### src/hw/rtl/altitude_ema_vertical_speed_assert.svh
// Assertion macros used by the altitude smoother back end.
// Each macro expects signals named clk and rst in the module that uses it.
`ifndef ALTITUDE_EMA_VERTICAL_SPEED_ASSERT_SVH
`define ALTITUDE_EMA_VERTICAL_SPEED_ASSERT_SVH

`ifndef SYNTH

// Whenever the antecedent holds, the consequent holds in the same cycle.
`define AEVS_ASSERT_IMPL(lbl, ante, cons) \
  lbl: assert property (@(posedge clk) disable iff (rst) (ante) |-> (cons)) \
    else $error("aevs assertion failed");

// Whenever the antecedent holds, the consequent holds in the next cycle.
`define AEVS_ASSERT_NEXT(lbl, ante, cons) \
  lbl: assert property (@(posedge clk) disable iff (rst) (ante) |=> (cons)) \
    else $error("aevs assertion failed");

// The condition never holds outside reset.
`define AEVS_ASSERT_NEVER(lbl, cond) \
  lbl: assert property (@(posedge clk) disable iff (rst) !(cond)) \
    else $error("aevs assertion failed");

`else

`define AEVS_ASSERT_IMPL(lbl, ante, cons)
`define AEVS_ASSERT_NEXT(lbl, ante, cons)
`define AEVS_ASSERT_NEVER(lbl, cond)

`endif

`endif

### src/hw/rtl/aevs_pkg.sv
// Shared widths, constants, codes and types of the altitude smoother.
// Used by every module of the block; depends on nothing.
package aevs_pkg;

  // Field widths of the stream payload.
  localparam int ALT_W    = 25;
  localparam int TIME_W   = 32;
  localparam int SPEED_W  = 21;

  // Fixed-point formats.
  localparam int FILTER_FRAC_BITS = 8;
  localparam int ALPHA_BITS       = 16;
  localparam int ALPHA_W          = ALPHA_BITS + 1;
  localparam int MIN_IV_W         = 20;
  localparam int X_W              = ALT_W + FILTER_FRAC_BITS;  // altitude in state
  localparam int DIFF_W           = X_W + 1;                   // difference of two
  localparam int PROD_W           = DIFF_W + ALPHA_W + 1;      // alpha times difference

  // Alpha clamp bounds: 0.01 and 1.0 in Q1.ALPHA_BITS.
  localparam logic [ALPHA_W-1:0] ALPHA_ONE = ALPHA_W'(2 ** ALPHA_BITS);
  localparam logic [ALPHA_W-1:0] ALPHA_MIN = ALPHA_W'((2 ** ALPHA_BITS + 50) / 100);
  localparam logic [PROD_W-1:0]  ROUND_HALF = PROD_W'(2 ** (ALPHA_BITS - 1));

  // 1e6 / 2^FILTER_FRAC_BITS reduces to SPEED_MUL / 2^DEN_SHIFT.
  localparam int SPEED_MUL_W = 14;
  localparam logic [SPEED_MUL_W-1:0] SPEED_MUL = 14'd15625;
  localparam int DEN_SHIFT   = 2;
  localparam int DEN_W       = TIME_W + DEN_SHIFT;
  localparam int SCALED_W    = DIFF_W + SPEED_MUL_W;

  // Divider quotient and saturation.
  localparam int QUOT_W     = 20;
  localparam logic [QUOT_W-1:0] SPEED_LIMIT = 20'd1000000;
  localparam int DIV_STEPS  = SCALED_W;
  localparam int DIV_CNT_W  = $clog2(DIV_STEPS);

  // Request queue between front and back.
  localparam int QDEPTH  = 2;
  localparam int QPTR_W  = $clog2(QDEPTH);
  localparam int QCNT_W  = $clog2(QDEPTH + 1);

  // Configuration register indexes.
  localparam int CFG_IDX_W = 1;
  localparam int CFG_W     = MIN_IV_W;
  localparam logic [CFG_IDX_W-1:0] REG_EMA_ALPHA    = 1'b0;
  localparam logic [CFG_IDX_W-1:0] REG_MIN_INTERVAL = 1'b1;
  localparam logic [ALPHA_W-1:0]   ALPHA_RESET      = 17'd6554;
  localparam logic [MIN_IV_W-1:0]  MIN_IV_RESET     = 20'd5000;

  // Stream payload widths.
  localparam int S_TDATA_W = 64;
  localparam int M_TDATA_W = 48;

  // One classified request as queued by the front.
  typedef struct packed {
    logic              reseed;
    logic [X_W-1:0]    x;     // altitude scaled by 2^FILTER_FRAC_BITS, signed
    logic [TIME_W-1:0] t;
  } item_t;

  typedef struct packed {
    logic  valid;
    item_t item;
  } q_head_t;

  typedef struct packed {
    logic              done;
    logic [QUOT_W-1:0] quot;
  } div_status_t;

  typedef struct packed {
    logic               valid;
    logic [ALT_W-1:0]   filtered;
    logic [SPEED_W-1:0] speed;
    logic               skip;
  } result_t;

  typedef enum logic [2:0] {
    BK_IDLE,
    BK_MUL,
    BK_UPD,
    BK_CHK,
    BK_SCALE,
    BK_START,
    BK_DIV,
    BK_DONE
  } bk_state_t;

endpackage

### src/hw/rtl/aevs_front.sv
// Front end: takes stream requests, scales the altitude and queues them.
// Depends on aevs_pkg.
module aevs_front
  import aevs_pkg::*;
(
  input  logic                 clk,
  input  logic                 rst,
  input  logic                 s_tvalid,
  output logic                 s_tready,
  input  logic [S_TDATA_W-1:0] s_tdata,
  input  logic                 s_tuser,
  input  logic                 pop,
  output q_head_t              head
);

  item_t               entries [QDEPTH];
  logic [QPTR_W-1:0]   wr_ptr;
  logic [QPTR_W-1:0]   rd_ptr;
  logic [QCNT_W-1:0]   count;
  logic                push;
  logic                take;
  item_t               incoming;

  // Classify the request and scale the altitude into the filter format.
  always_comb begin
    incoming.reseed = s_tuser;
    incoming.x      = {s_tdata[ALT_W-1:0], {FILTER_FRAC_BITS{1'b0}}};
    incoming.t      = s_tdata[ALT_W +: TIME_W];
  end

  assign s_tready = (count != QCNT_W'(QDEPTH));
  assign push     = s_tvalid && s_tready;
  assign take     = pop && (count != '0);

  // Queue pointers and fill count.
  always_ff @(posedge clk) begin
    if (rst) begin
      wr_ptr <= '0;
      rd_ptr <= '0;
      count  <= '0;
    end else begin
      if (push) begin
        wr_ptr <= wr_ptr + 1'b1;
      end
      if (take) begin
        rd_ptr <= rd_ptr + 1'b1;
      end
      count <= count + QCNT_W'(push) - QCNT_W'(take);
    end
  end

  // Queue storage.
  always_ff @(posedge clk) begin
    if (push) begin
      entries[wr_ptr] <= incoming;
    end
  end

  assign head.valid = (count != '0);
  assign head.item  = entries[rd_ptr];

endmodule

### src/hw/rtl/aevs_div.sv
// Restoring divider, one quotient bit per cycle, saturated to the speed limit.
// Depends on aevs_pkg.
module aevs_div
  import aevs_pkg::*;
(
  input  logic                clk,
  input  logic                rst,
  input  logic                start,
  input  logic [SCALED_W-1:0] dividend,
  input  logic [DEN_W-1:0]    divisor,
  output div_status_t         status
);

  logic                 busy;
  logic                 done;
  logic [DIV_CNT_W-1:0] cnt;
  logic [SCALED_W-1:0]  num;
  logic [DEN_W-1:0]     den;
  logic [DEN_W-1:0]     rem;
  logic [QUOT_W:0]      quot;
  logic                 ovf;
  logic [DEN_W:0]       rem_sh;
  logic [DEN_W+1:0]     sub;
  logic                 ge;

  // One trial subtraction per step.
  always_comb begin
    rem_sh = {rem, num[SCALED_W-1]};
    sub    = {1'b0, rem_sh} - {2'b00, den};
    ge     = !sub[DEN_W+1];
  end

  // Step control.
  always_ff @(posedge clk) begin
    if (rst) begin
      busy <= 1'b0;
      done <= 1'b0;
      cnt  <= '0;
    end else begin
      done <= 1'b0;
      if (start) begin
        busy <= 1'b1;
        cnt  <= DIV_CNT_W'(DIV_STEPS - 1);
      end else if (busy) begin
        cnt <= cnt - 1'b1;
        if (cnt == '0) begin
          busy <= 1'b0;
          done <= 1'b1;
        end
      end
    end
  end

  // Remainder, dividend and quotient; bits pushed out of the quotient mark overflow.
  always_ff @(posedge clk) begin
    if (start) begin
      num  <= dividend;
      den  <= divisor;
      rem  <= '0;
      quot <= '0;
      ovf  <= 1'b0;
    end else if (busy) begin
      num  <= {num[SCALED_W-2:0], 1'b0};
      rem  <= ge ? sub[DEN_W-1:0] : rem_sh[DEN_W-1:0];
      quot <= {quot[QUOT_W-1:0], ge};
      ovf  <= ovf | quot[QUOT_W];
    end
  end

  assign status.done = done;
  assign status.quot = (ovf || (quot > {1'b0, SPEED_LIMIT})) ? SPEED_LIMIT
                                                              : quot[QUOT_W-1:0];

endmodule

### src/hw/rtl/aevs_back.sv
// Back end: filter update, interval check and speed computation per request.
// Depends on aevs_pkg, aevs_div and the assertion macro header.
`include "altitude_ema_vertical_speed_assert.svh"

module aevs_back
  import aevs_pkg::*;
(
  input  logic                clk,
  input  logic                rst,
  input  logic [ALPHA_W-1:0]  alpha,
  input  logic [MIN_IV_W-1:0] min_interval,
  input  q_head_t             head,
  output logic                pop,
  output result_t             res,
  input  logic                res_take
);

  bk_state_t            state;
  bk_state_t            state_next;
  logic                 seeded;
  logic [X_W-1:0]       filt;
  logic [X_W-1:0]       last_alt;
  logic [TIME_W-1:0]    last_time;
  logic [TIME_W-1:0]    cur_time;
  logic [DIFF_W-1:0]    diff;
  logic [PROD_W-1:0]    prod;
  logic [TIME_W-1:0]    dt;
  logic [DIFF_W-1:0]    absd;
  logic                 neg;
  logic [SCALED_W-1:0]  scaled;
  logic [SPEED_W-1:0]   speed;
  logic                 skip;
  logic                 seed_now;
  logic                 too_short;
  logic                 div_start;
  logic [PROD_W-1:0]    step;
  logic [DIFF_W-1:0]    delta;
  logic [DIFF_W-1:0]    mm_sum;
  logic [DIFF_W-1:0]    mm_full;
  div_status_t          div_st;

  assign seed_now  = head.item.reseed || !seeded;
  assign too_short = (dt == '0) || (dt < {{(TIME_W-MIN_IV_W){1'b0}}, min_interval});

  // Rounded filter step, halves toward plus infinity.
  assign step  = $signed(prod + ROUND_HALF) >>> ALPHA_BITS;
  // Filter change since the last speed estimate.
  assign delta = {filt[X_W-1], filt} - {last_alt[X_W-1], last_alt};

  // State register.
  always_ff @(posedge clk) begin
    if (rst) begin
      state <= BK_IDLE;
    end else begin
      state <= state_next;
    end
  end

  // Next state and control outputs.
  always_comb begin
    state_next = state;
    pop        = 1'b0;
    div_start  = 1'b0;
    case (state)
      BK_IDLE: begin
        if (head.valid) begin
          pop        = 1'b1;
          state_next = seed_now ? BK_DONE : BK_MUL;
        end
      end
      BK_MUL:   state_next = BK_UPD;
      BK_UPD:   state_next = BK_CHK;
      BK_CHK:   state_next = too_short ? BK_DONE : BK_SCALE;
      BK_SCALE: state_next = BK_START;
      BK_START: begin
        div_start  = 1'b1;
        state_next = BK_DIV;
      end
      BK_DIV: begin
        if (div_st.done) begin
          state_next = BK_DONE;
        end
      end
      BK_DONE: begin
        if (res_take) begin
          state_next = BK_IDLE;
        end
      end
      default:  state_next = BK_IDLE;
    endcase
  end

  // Filter state and datapath registers.
  always_ff @(posedge clk) begin
    if (rst) begin
      seeded <= 1'b0;
    end else begin
      case (state)
        BK_IDLE: begin
          if (head.valid) begin
            cur_time <= head.item.t;
            diff     <= {head.item.x[X_W-1], head.item.x} - {filt[X_W-1], filt};
            if (seed_now) begin
              filt      <= head.item.x;
              last_alt  <= head.item.x;
              last_time <= head.item.t;
              seeded    <= 1'b1;
              speed     <= '0;
              skip      <= 1'b0;
            end
          end
        end
        BK_MUL: begin
          prod <= PROD_W'($signed({1'b0, alpha}) * $signed(diff));
        end
        BK_UPD: begin
          filt <= filt + step[X_W-1:0];
          dt   <= cur_time - last_time;
        end
        BK_CHK: begin
          if (too_short) begin
            skip  <= 1'b1;
            speed <= '0;
          end else begin
            skip      <= 1'b0;
            last_alt  <= filt;
            last_time <= cur_time;
            neg       <= delta[DIFF_W-1];
            absd      <= delta[DIFF_W-1] ? (~delta + 1'b1) : delta;
          end
        end
        BK_SCALE: begin
          scaled <= absd * SPEED_MUL;
        end
        BK_DIV: begin
          if (div_st.done) begin
            speed <= neg ? (~{1'b0, div_st.quot} + 1'b1) : {1'b0, div_st.quot};
          end
        end
        default: begin
        end
      endcase
    end
  end

  // Speed divider: |delta| * SPEED_MUL / (dt * 2^DEN_SHIFT).
  aevs_div u_div (
    .clk      (clk),
    .rst      (rst),
    .start    (div_start),
    .dividend (scaled),
    .divisor  ({dt, {DEN_SHIFT{1'b0}}}),
    .status   (div_st)
  );

  // Whole millimetres, halves toward plus infinity.
  assign mm_sum  = {filt[X_W-1], filt} + DIFF_W'(2 ** (FILTER_FRAC_BITS - 1));
  assign mm_full = $signed(mm_sum) >>> FILTER_FRAC_BITS;

  assign res.valid    = (state == BK_DONE);
  assign res.filtered = mm_full[ALT_W-1:0];
  assign res.speed    = speed;
  assign res.skip     = skip;

  // Checks on the sequencing and the result.
  `AEVS_ASSERT_IMPL(a_pop_only_idle, pop, (state == BK_IDLE) && head.valid)
  `AEVS_ASSERT_IMPL(a_skip_zero_speed, res.valid && res.skip, res.speed == '0)
  `AEVS_ASSERT_IMPL(a_speed_limit, res.valid, ($signed(res.speed) <= 21'sd1000000) && ($signed(res.speed) >= -21'sd1000000))
  `AEVS_ASSERT_NEXT(a_div_wait, div_start, state == BK_DIV)
  `AEVS_ASSERT_NEVER(a_done_outside_div, div_st.done && (state != BK_DIV))

endmodule

### src/hw/rtl/altitude_ema_vertical_speed.sv
// Top level of the altitude smoother with climb-rate estimate.
// Depends on aevs_pkg, aevs_front and aevs_back.
//
//   channel   direction  signals                          per request
//   s_*       in         tvalid tready tdata[64] tuser    one altitude sample
//   m_*       out        tvalid tready tdata[48] tuser    one filtered result
//   cfg_*     in         we index[1] wdata[20]            one register write
//
// A seeding request skips the filter update and a short-interval request
// skips the speed estimate; a request with a speed estimate spends most of
// its time in the 48-step divider, which sets the rate.
// Up to two requests wait in the front queue while the back end is busy.
// One result waits in the output register; the back end stalls while it is full.
// Reset is synchronous; it clears the filter, so the next sample seeds it.
module altitude_ema_vertical_speed
  import aevs_pkg::*;
(
  input  logic                 clk,
  input  logic                 rst,
  // Input stream.
  input  logic                 s_tvalid,
  output logic                 s_tready,
  input  logic [S_TDATA_W-1:0] s_tdata,   // raw_altitude_mm[24:0], sample_time_us[56:25]
  input  logic                 s_tuser,   // req_type
  // Output stream.
  output logic                 m_tvalid,
  input  logic                 m_tready,
  output logic [M_TDATA_W-1:0] m_tdata,   // filtered_altitude_mm[24:0],
                                          // vertical_speed_mm_s[45:25]
  output logic                 m_tuser,   // interval_too_short
  // Configuration writes.
  input  logic                 cfg_we,
  input  logic [CFG_IDX_W-1:0] cfg_index,
  input  logic [CFG_W-1:0]     cfg_wdata
);

  logic [ALPHA_W-1:0]  alpha_reg;
  logic [MIN_IV_W-1:0] min_iv_reg;
  logic [ALPHA_W-1:0]  alpha_use;
  q_head_t             head;
  logic                pop;
  result_t             res;
  logic                res_take;

  // Configuration registers.
  always_ff @(posedge clk) begin
    if (rst) begin
      alpha_reg  <= ALPHA_RESET;
      min_iv_reg <= MIN_IV_RESET;
    end else if (cfg_we) begin
      case (cfg_index)
        REG_EMA_ALPHA:    alpha_reg  <= cfg_wdata[ALPHA_W-1:0];
        REG_MIN_INTERVAL: min_iv_reg <= cfg_wdata[MIN_IV_W-1:0];
        default: begin
        end
      endcase
    end
  end

  // Filter weight is held between 0.01 and 1.0.
  always_comb begin
    if (alpha_reg < ALPHA_MIN) begin
      alpha_use = ALPHA_MIN;
    end else if (alpha_reg > ALPHA_ONE) begin
      alpha_use = ALPHA_ONE;
    end else begin
      alpha_use = alpha_reg;
    end
  end

  aevs_front u_front (
    .clk      (clk),
    .rst      (rst),
    .s_tvalid (s_tvalid),
    .s_tready (s_tready),
    .s_tdata  (s_tdata),
    .s_tuser  (s_tuser),
    .pop      (pop),
    .head     (head)
  );

  aevs_back u_back (
    .clk          (clk),
    .rst          (rst),
    .alpha        (alpha_use),
    .min_interval (min_iv_reg),
    .head         (head),
    .pop          (pop),
    .res          (res),
    .res_take     (res_take)
  );

  assign res_take = res.valid && (!m_tvalid || m_tready);

  // Output register.
  always_ff @(posedge clk) begin
    if (rst) begin
      m_tvalid <= 1'b0;
    end else if (res_take) begin
      m_tvalid <= 1'b1;
    end else if (m_tready) begin
      m_tvalid <= 1'b0;
    end
  end

  always_ff @(posedge clk) begin
    if (res_take) begin
      m_tdata <= {{(M_TDATA_W - ALT_W - SPEED_W){1'b0}}, res.speed, res.filtered};
      m_tuser <= res.skip;
    end
  end

endmodule
### config.mk
export PLATFORM = sky130hd
export DESIGN_NAME = altitude_ema_vertical_speed
export DESIGN_NICKNAME = d
export VERILOG_FILES = /design/src/hw/rtl/aevs_pkg.sv /design/src/hw/rtl/aevs_front.sv /design/src/hw/rtl/aevs_div.sv /design/src/hw/rtl/aevs_back.sv /design/src/hw/rtl/altitude_ema_vertical_speed.sv
export VERILOG_INCLUDE_DIRS = /design/src /design/src/hw/rtl
export SDC_FILE = /design/constraint.sdc
export NUM_CORES = 2
export LEC_CHECK = 0
export BUFFER_PORTS_ARGS = -buffer_cell sky130_fd_sc_hd__buf_4
export CAP_MARGIN = 40
export CORE_ASPECT_RATIO = 0.7
export CORE_MARGIN = 1
export CORE_UTILIZATION = 60
export CTS_BUF_LIST = sky130_fd_sc_hd__clkbuf_16
export DETAILED_ROUTE_END_ITERATION = 8
export PLACE_DENSITY = 0.84
export SYNTH_ARGS = -nofsm -noshare
export SYNTH_HDL_FRONTEND = slang
export SYNTH_SLANG_ARGS = --single-unit
### constraint.sdc
create_clock -name clk -period 8.95 [get_ports clk]
set_clock_uncertainty 0.1 [all_clocks]
set_input_delay 0.4475 -clock clk [delete_from_list [all_inputs] [get_ports clk]]
set_output_delay 0.4475 -clock clk [all_outputs]
set_load 0.01 [all_outputs]
After elaboration in Yosys (flattened, before gate mapping)

Memories as Yosys holds them, arrays and structs flattened. A register that Yosys moved wholly into a read port is not among the register bits.
Cells that the tools add are included.

Register bits after elaboration: 587
Bits in writable memories: 116
Logic and storage cells: 155
Output and inout bits: 51
Bits of input ports: 91
Memories: 1

Memories:

| name            | words | bits a word | rd ports | clocked after memory_dff | write ports | RTL line         | RTL |
|---|---|---|---|---|---|---|---|
| u_front.entries | 2     | 58          | 1        | 1                        | 1           | aevs_front.sv:16 | `item_t entries [QDEPTH];` |

Eq/ne operators: 14
$add $sub $neg: 14
Mux-type cells: 47
Multiply operators: 2
Magnitude comparators: 4
Bitwise operators: 7
Reduce and logical (&&, ||, !) cells: 34

Operators by type and width:

| operator                                                         | count |
|---|---|
| 2-to-1 mux 33 bit                                                | 4 |
| case mux 33 bit (2 select lines)                                 | 2 |
| 2-to-1 mux 21 bit                                                | 5 |
| 2-to-1 mux 32 bit                                                | 3 |
| 2-to-1 mux 48 bit                                                | 2 |
| subtractor 33 x 33 -> 34 bit                                     | 2 |
| case mux 32 bit (2 select lines)                                 | 1 |
| case mux 21 bit (3 select lines)                                 | 1 |
| adder 49 x 16 -> 49 bit (second input constant)                  | 1 |
| multiplier 18 x 34 -> 49 bit                                     | 1 |
| multiplier 34 x 14 -> 48 bit (second input constant)             | 1 |
| subtractor 35 x 34 -> 36 bit                                     | 1 |
| adder 34 x 1 -> 34 bit (second input constant)                   | 1 |
| 2-to-1 mux 17 bit                                                | 2 |
| 2-to-1 mux 34 bit                                                | 1 |
| inverter 34 bit                                                  | 1 |
| adder 33 bit                                                     | 1 |
| adder 33 x 9 -> 33 bit (second input constant)                   | 1 |
| zero test 32 bit                                                 | 1 |
| less-than comparator 32 x 20 -> 1 bit                            | 1 |
| subtractor 32 bit                                                | 1 |
| case mux 3 bit (8 select lines)                                  | 1 |
| adder 21 x 1 -> 21 bit (second input constant)                   | 1 |
| greater-than comparator 21 x 20 -> 1 bit (second input constant) | 1 |
| 34 further kinds                                                 | 85 |

Depth between registers and ports, before layout

Depth in word-level cells: 8
Gate-level depth with buffers: 31
Mapped depth without buffers: 29

Cells and area by module

A second synthesis with hierarchy kept.

Cells, all modules: 6,149
Area, all modules: 62,416.1 µm²

Modules (own cells, without submodules):

| module                      | instances | cells an instance | area each (µm²) | sequential area each (µm²) |
|---|---|---|---|---|
| aevs_back                   | 1         | 4,908             | 47,052.6        | 10,139.7 |
| aevs_div                    | 1         | 770               | 7,826.3         | 3,743.6 |
| aevs_front                  | 1         | 218               | 4,495.6         | 3,583.4 |
| altitude_ema_vertical_speed | 1         | 253               | 3,041.7         | 2,172.1 |

Worst setup path after synthesis

No wires, ideal clock.

Path kind: flip-flop to flip-flop
From: reg alpha_reg[12]
To: reg u_back.prod[48] (data pin)
Clock period less this slack: 7,706 ps
Required time: 8,590 ps
Arrival: 7,346 ps
Cell stages (with the launch flop): 30
Setup slack: 1,244 ps
Setup time: 260 ps
Buffers on the path: 3
Path through: dfxtp_1 > nor4_1 > nand2_1 > o21ai_0 > clkbuf_1 > and2_1 > clkbuf_1 > clkbuf_1 > nand2_1 > fa_1 > inv_1 > fa_1 > fa_1 > fa_1 > fa_1 > inv_1 > fa_1 > inv_1 > ha_1 > and3_1 > nand4_1 > or4b_1 > o2bb2ai_1 > a2111oi_1 > o31ai_1 > a31oi_1 > o31ai_1 > a21o_1 > a21oi_1 > xnor2_1

Word-level cells in the longest chain between the ends: 4
Elaborated cells between the ends (all ways): 5
Classes of those cells: mul: 1; order compare: 2; mux: 2

Ends and longest elaborated chain:

| item                             | RTL line                          | RTL |
|---|---|---|
| from (decl)                      | altitude_ema_vertical_speed.sv:37 | `logic [ALPHA_W-1:0] alpha_reg;` |
| from (signal assigned)           | altitude_ema_vertical_speed.sv:52 | `REG_EMA_ALPHA: alpha_reg <= cfg_wdata[ALPHA_W-1:0];` |
| greater-than comparator 17 bit   | altitude_ema_vertical_speed.sv:64 | `end else if (alpha_reg > ALPHA_ONE) begin` |
| 2-to-1 mux 17 bit                | altitude_ema_vertical_speed.sv:64 |  |
| 2-to-1 mux 17 bit (*)            | altitude_ema_vertical_speed.sv:62 | `if (alpha_reg < ALPHA_MIN) begin` |
| multiplier 18 x 34 -> 49 bit (*) | aevs_back.sv:114                  | `prod <= PROD_W'($signed({1'b0, alpha}) * $signed(diff));` |
| to (signal assigned)             | aevs_back.sv:114                  |  |
| to (decl)                        | aevs_back.sv:26                   | `logic [PROD_W-1:0] prod;` |

Every way passes the cells marked *; elsewhere a longest branch is shown, timed or not.
A chain may end at the register's enable or synchronous reset.

Final worst setup path

From: reg alpha_reg[4]
To: reg u_back.prod[45] (data pin)

Same word-level chain as after synthesis.

==> results.yml <==
synth:
  synth-seq-area-share: 0.322
  synthCells: 5990
  synth-edff-count: 578
  syn-cell-area_sq_um: 60700
  ys_ff_latch: 689
  syn_avg_cell_area_sq_um: 10.1
  yosysWarnings: 0
  ys.flop_type: "edfxtp_1"
  synth.distinct_cells: 95
  asyncSetResetFlopFracSynth: 0
cells_and_area:
  final_cells: 7548
  largest_register_ffs: 116
  largest_registers: "u_front.entries: 116 flops, u_back.scaled: 48 flops, u_back.u_div.num: 48 flops"
  top_register: "u_front.entries"
  fillers: 7196
  num-nets-final: 7375
  area_growth_pct: 9.84
  drive_gt1_frac: 0.0702
detailed_routing:
  viasPerCell: 5.84
  routed_wl_mm: 152
  first_iter_violations: 4087
  dr.pass1.iters: 9
  antenna_left: 0
  drc_errors: 0
  wire_per_inst_um: 20.1
  vias: 44084
place:
  gp_congestion: 0.980
  port_buffers: 132
  dpl.cell_count: 7341
  dp_hpwl_mm: 114
floorplan:
  die_area_sq_um: 102000
  die_w_um: 382
  start_util: 0.606
  coreArea_sq_um: 100000
  num_io_pins: 142
  rows: 97
  die_height_um: 268
global_route:
  grt_usage: 0.301
  grt_pass1_wl_mm: 242
  antenna_found_initial: 4
  grt_pass1_vias: 45614
  grt-ovfl-total: 0
  grt_max_degree: 79
sta:
  fmax_mhz: 115
  drv_slew: 0
  finalCriticalPeriod_ns: 8.67
  maxSlewHeadroom: 0.375
  finalHoldViolations: 0
  tightestPinTransition_ns: 0.937
  setup_viol: 0
  post-route-period-util: 0.969
clocking:
  cts_made_buffers: 69
  cts_buffer_depth: 3
  path_clk_slew_ns: 0.06
  htreeDepth: 3
  clk_latency_ns: 0.67
  clockRootBuffer: "clkbuf_16"
  cts_tree: "built"
  clkSinkCount: 689
  postCtsSetupBuffers: 0
worst_setup_path:
  critical_path_class: "register to register"
  crit_top_cell: "fa_1"
  cp.arrival_ns: 8.97
  cp-end-kind: "register"
  crit_path_start_kind: "register"
  crit_required_ns: 9.25
  path_max_fanout: 13
  slowest_delay_ns: 0.57
  cp_slowest_cell: "fa_1"
worst_hold_path:
  holdCritPathClass: "input pin to register"
run:
  maxCapViolCount: 0
run_status:
  outcome: "finished clean"
==> metal layers <==
| layer | vias up | track usage | wire [um] |
|---|---|---|---|
| met5 | - | 0 | 27 |
| met4 | 4 | 0.0970 | 4790 |
| met3 | 351 | 0.0628 | 14400 |
| met2 | 2035 | 0.487 | 70300 |
| met1 | 21722 | 0.409 | 62200 |
| li1 | 19972 | - | - |
==> cell usage after synthesis, drive strengths merged, types with 72 or more instances <==
| master | instances | area share |
|---|---|---|
| a21o | 109 | 0.013 |
| a21oi | 286 | 0.024 |
| and2 | 290 | 0.030 |
| and3 | 73 | 0.0075 |
| clkbuf | 181 | 0.011 |
| dfxtp | 111 | 0.037 |
| edfxtp | 578 | 0.29 |
| fa | 678 | 0.22 |
| ha | 451 | 0.093 |
| inv | 950 | 0.059 |
| nand2 | 609 | 0.038 |
| nand3 | 72 | 0.0059 |
| nor2 | 416 | 0.026 |
| nor2b | 77 | 0.0079 |
| nor3 | 80 | 0.0068 |
| o21ai | 155 | 0.013 |
| xnor2 | 227 | 0.033 |
| xor2 | 88 | 0.013 |
==> final timing paths <==
check	to	cells after the start	slack (ns)	start
hold reg to reg	m_tdata[27]	0	0.32	u_back.speed[2]
hold / removal	alpha_reg[14]	4	0.14	cfg_index
setup / recovery	u_back.prod[45]	31	0.28	alpha_reg[4]
setup reg to reg	u_back.prod[45]	31	0.28	alpha_reg[4]
==> repair_timing <==
item / in CTS / in global routing
setup endpoints to repair: 1 / 6
resized for setup: 1 / 5
hold endpoints to repair: 151 / 0
hold buffers: 78 / 0
==> layout make-up <==
class / count / area [sq um] / share of cell area
inverters: 951 / 3570 / 0.0536
clock inverters: 56 / 547 / 0.00820
repair buffers: 292 / 2550 / 0.0382
diodes: 1 / 2.50 / 0.0000375
multi-input cells: 4152 / 37000 / 0.555
well taps: 1336 / 1670 / 0.0251
clock buffers: 71 / 1780 / 0.0266
flip-flops and latches: 689 / 19600 / 0.294
==> through the flow <==
step | TNS, ns | hold slack [ns] | worst slack, ns | util | area, sq um
2_1_floorplan | 0 | 0.300 | 1.24 | - | 60700
3_3_place_gp | 0 | 0.304 | 0.396 | 0.632 | 63300
3_5_place_dp | 0 | 0.305 | 0.139 | 0.635 | 63500
4_1_cts | 0 | 0.0936 | 0.141 | 0.666 | 66600
5_1_grt | -0.00221 | 0.126 | -0.00221 | 0.666 | 66700
6_report | 0 | 0.140 | 0.281 | 0.666 | 66700
==> kinds of logic (layout without fill, tap and decap cells) <==
family          Yosys count  in the layout  share of synthesized area
mux                      98             98                     0.0172
fa+ha+maj              1129           1129                      0.317
other cells               1              3                  0.0000618
flops                   689            689                      0.322
compound gates          815            815                     0.0851
simple gates           1793           1793                      0.142
buf+inv                1150           1370                     0.0713
xor+xnor                315            315                     0.0454
==> placed cells by master, fill, tap and decap left out, types with 140 or more instances in the layout <==
cell type and n:
a21oi_1 284, and2_1 289, buf_4 203, edfxtp_1 578
fa_1 678, ha_1 451, inv_1 959, nand2_1 608
nor2_1 412, o21ai_0 140, xnor2_1 227
==> worst max-delay path, delay by kind of cell, from the launching register on <==
| family | cells | cell delay [ns] |
|---|---|---|
| adder cells (fa/ha/maj) | 7 | 3.29 |
| AO/OA/AOI/OAI | 10 | 2.29 |
| AND/OR/NAND/NOR | 6 | 1.20 |
| buffers and inverters | 7 | 1.04 |
| flip-flops | 1 | 0.34 |
| XOR/XNOR | 1 | 0.17 |
Power is left out: the tool's default activity adds up to more than one toggle a clock period on the data nets, which glitch-free logic cannot reach.
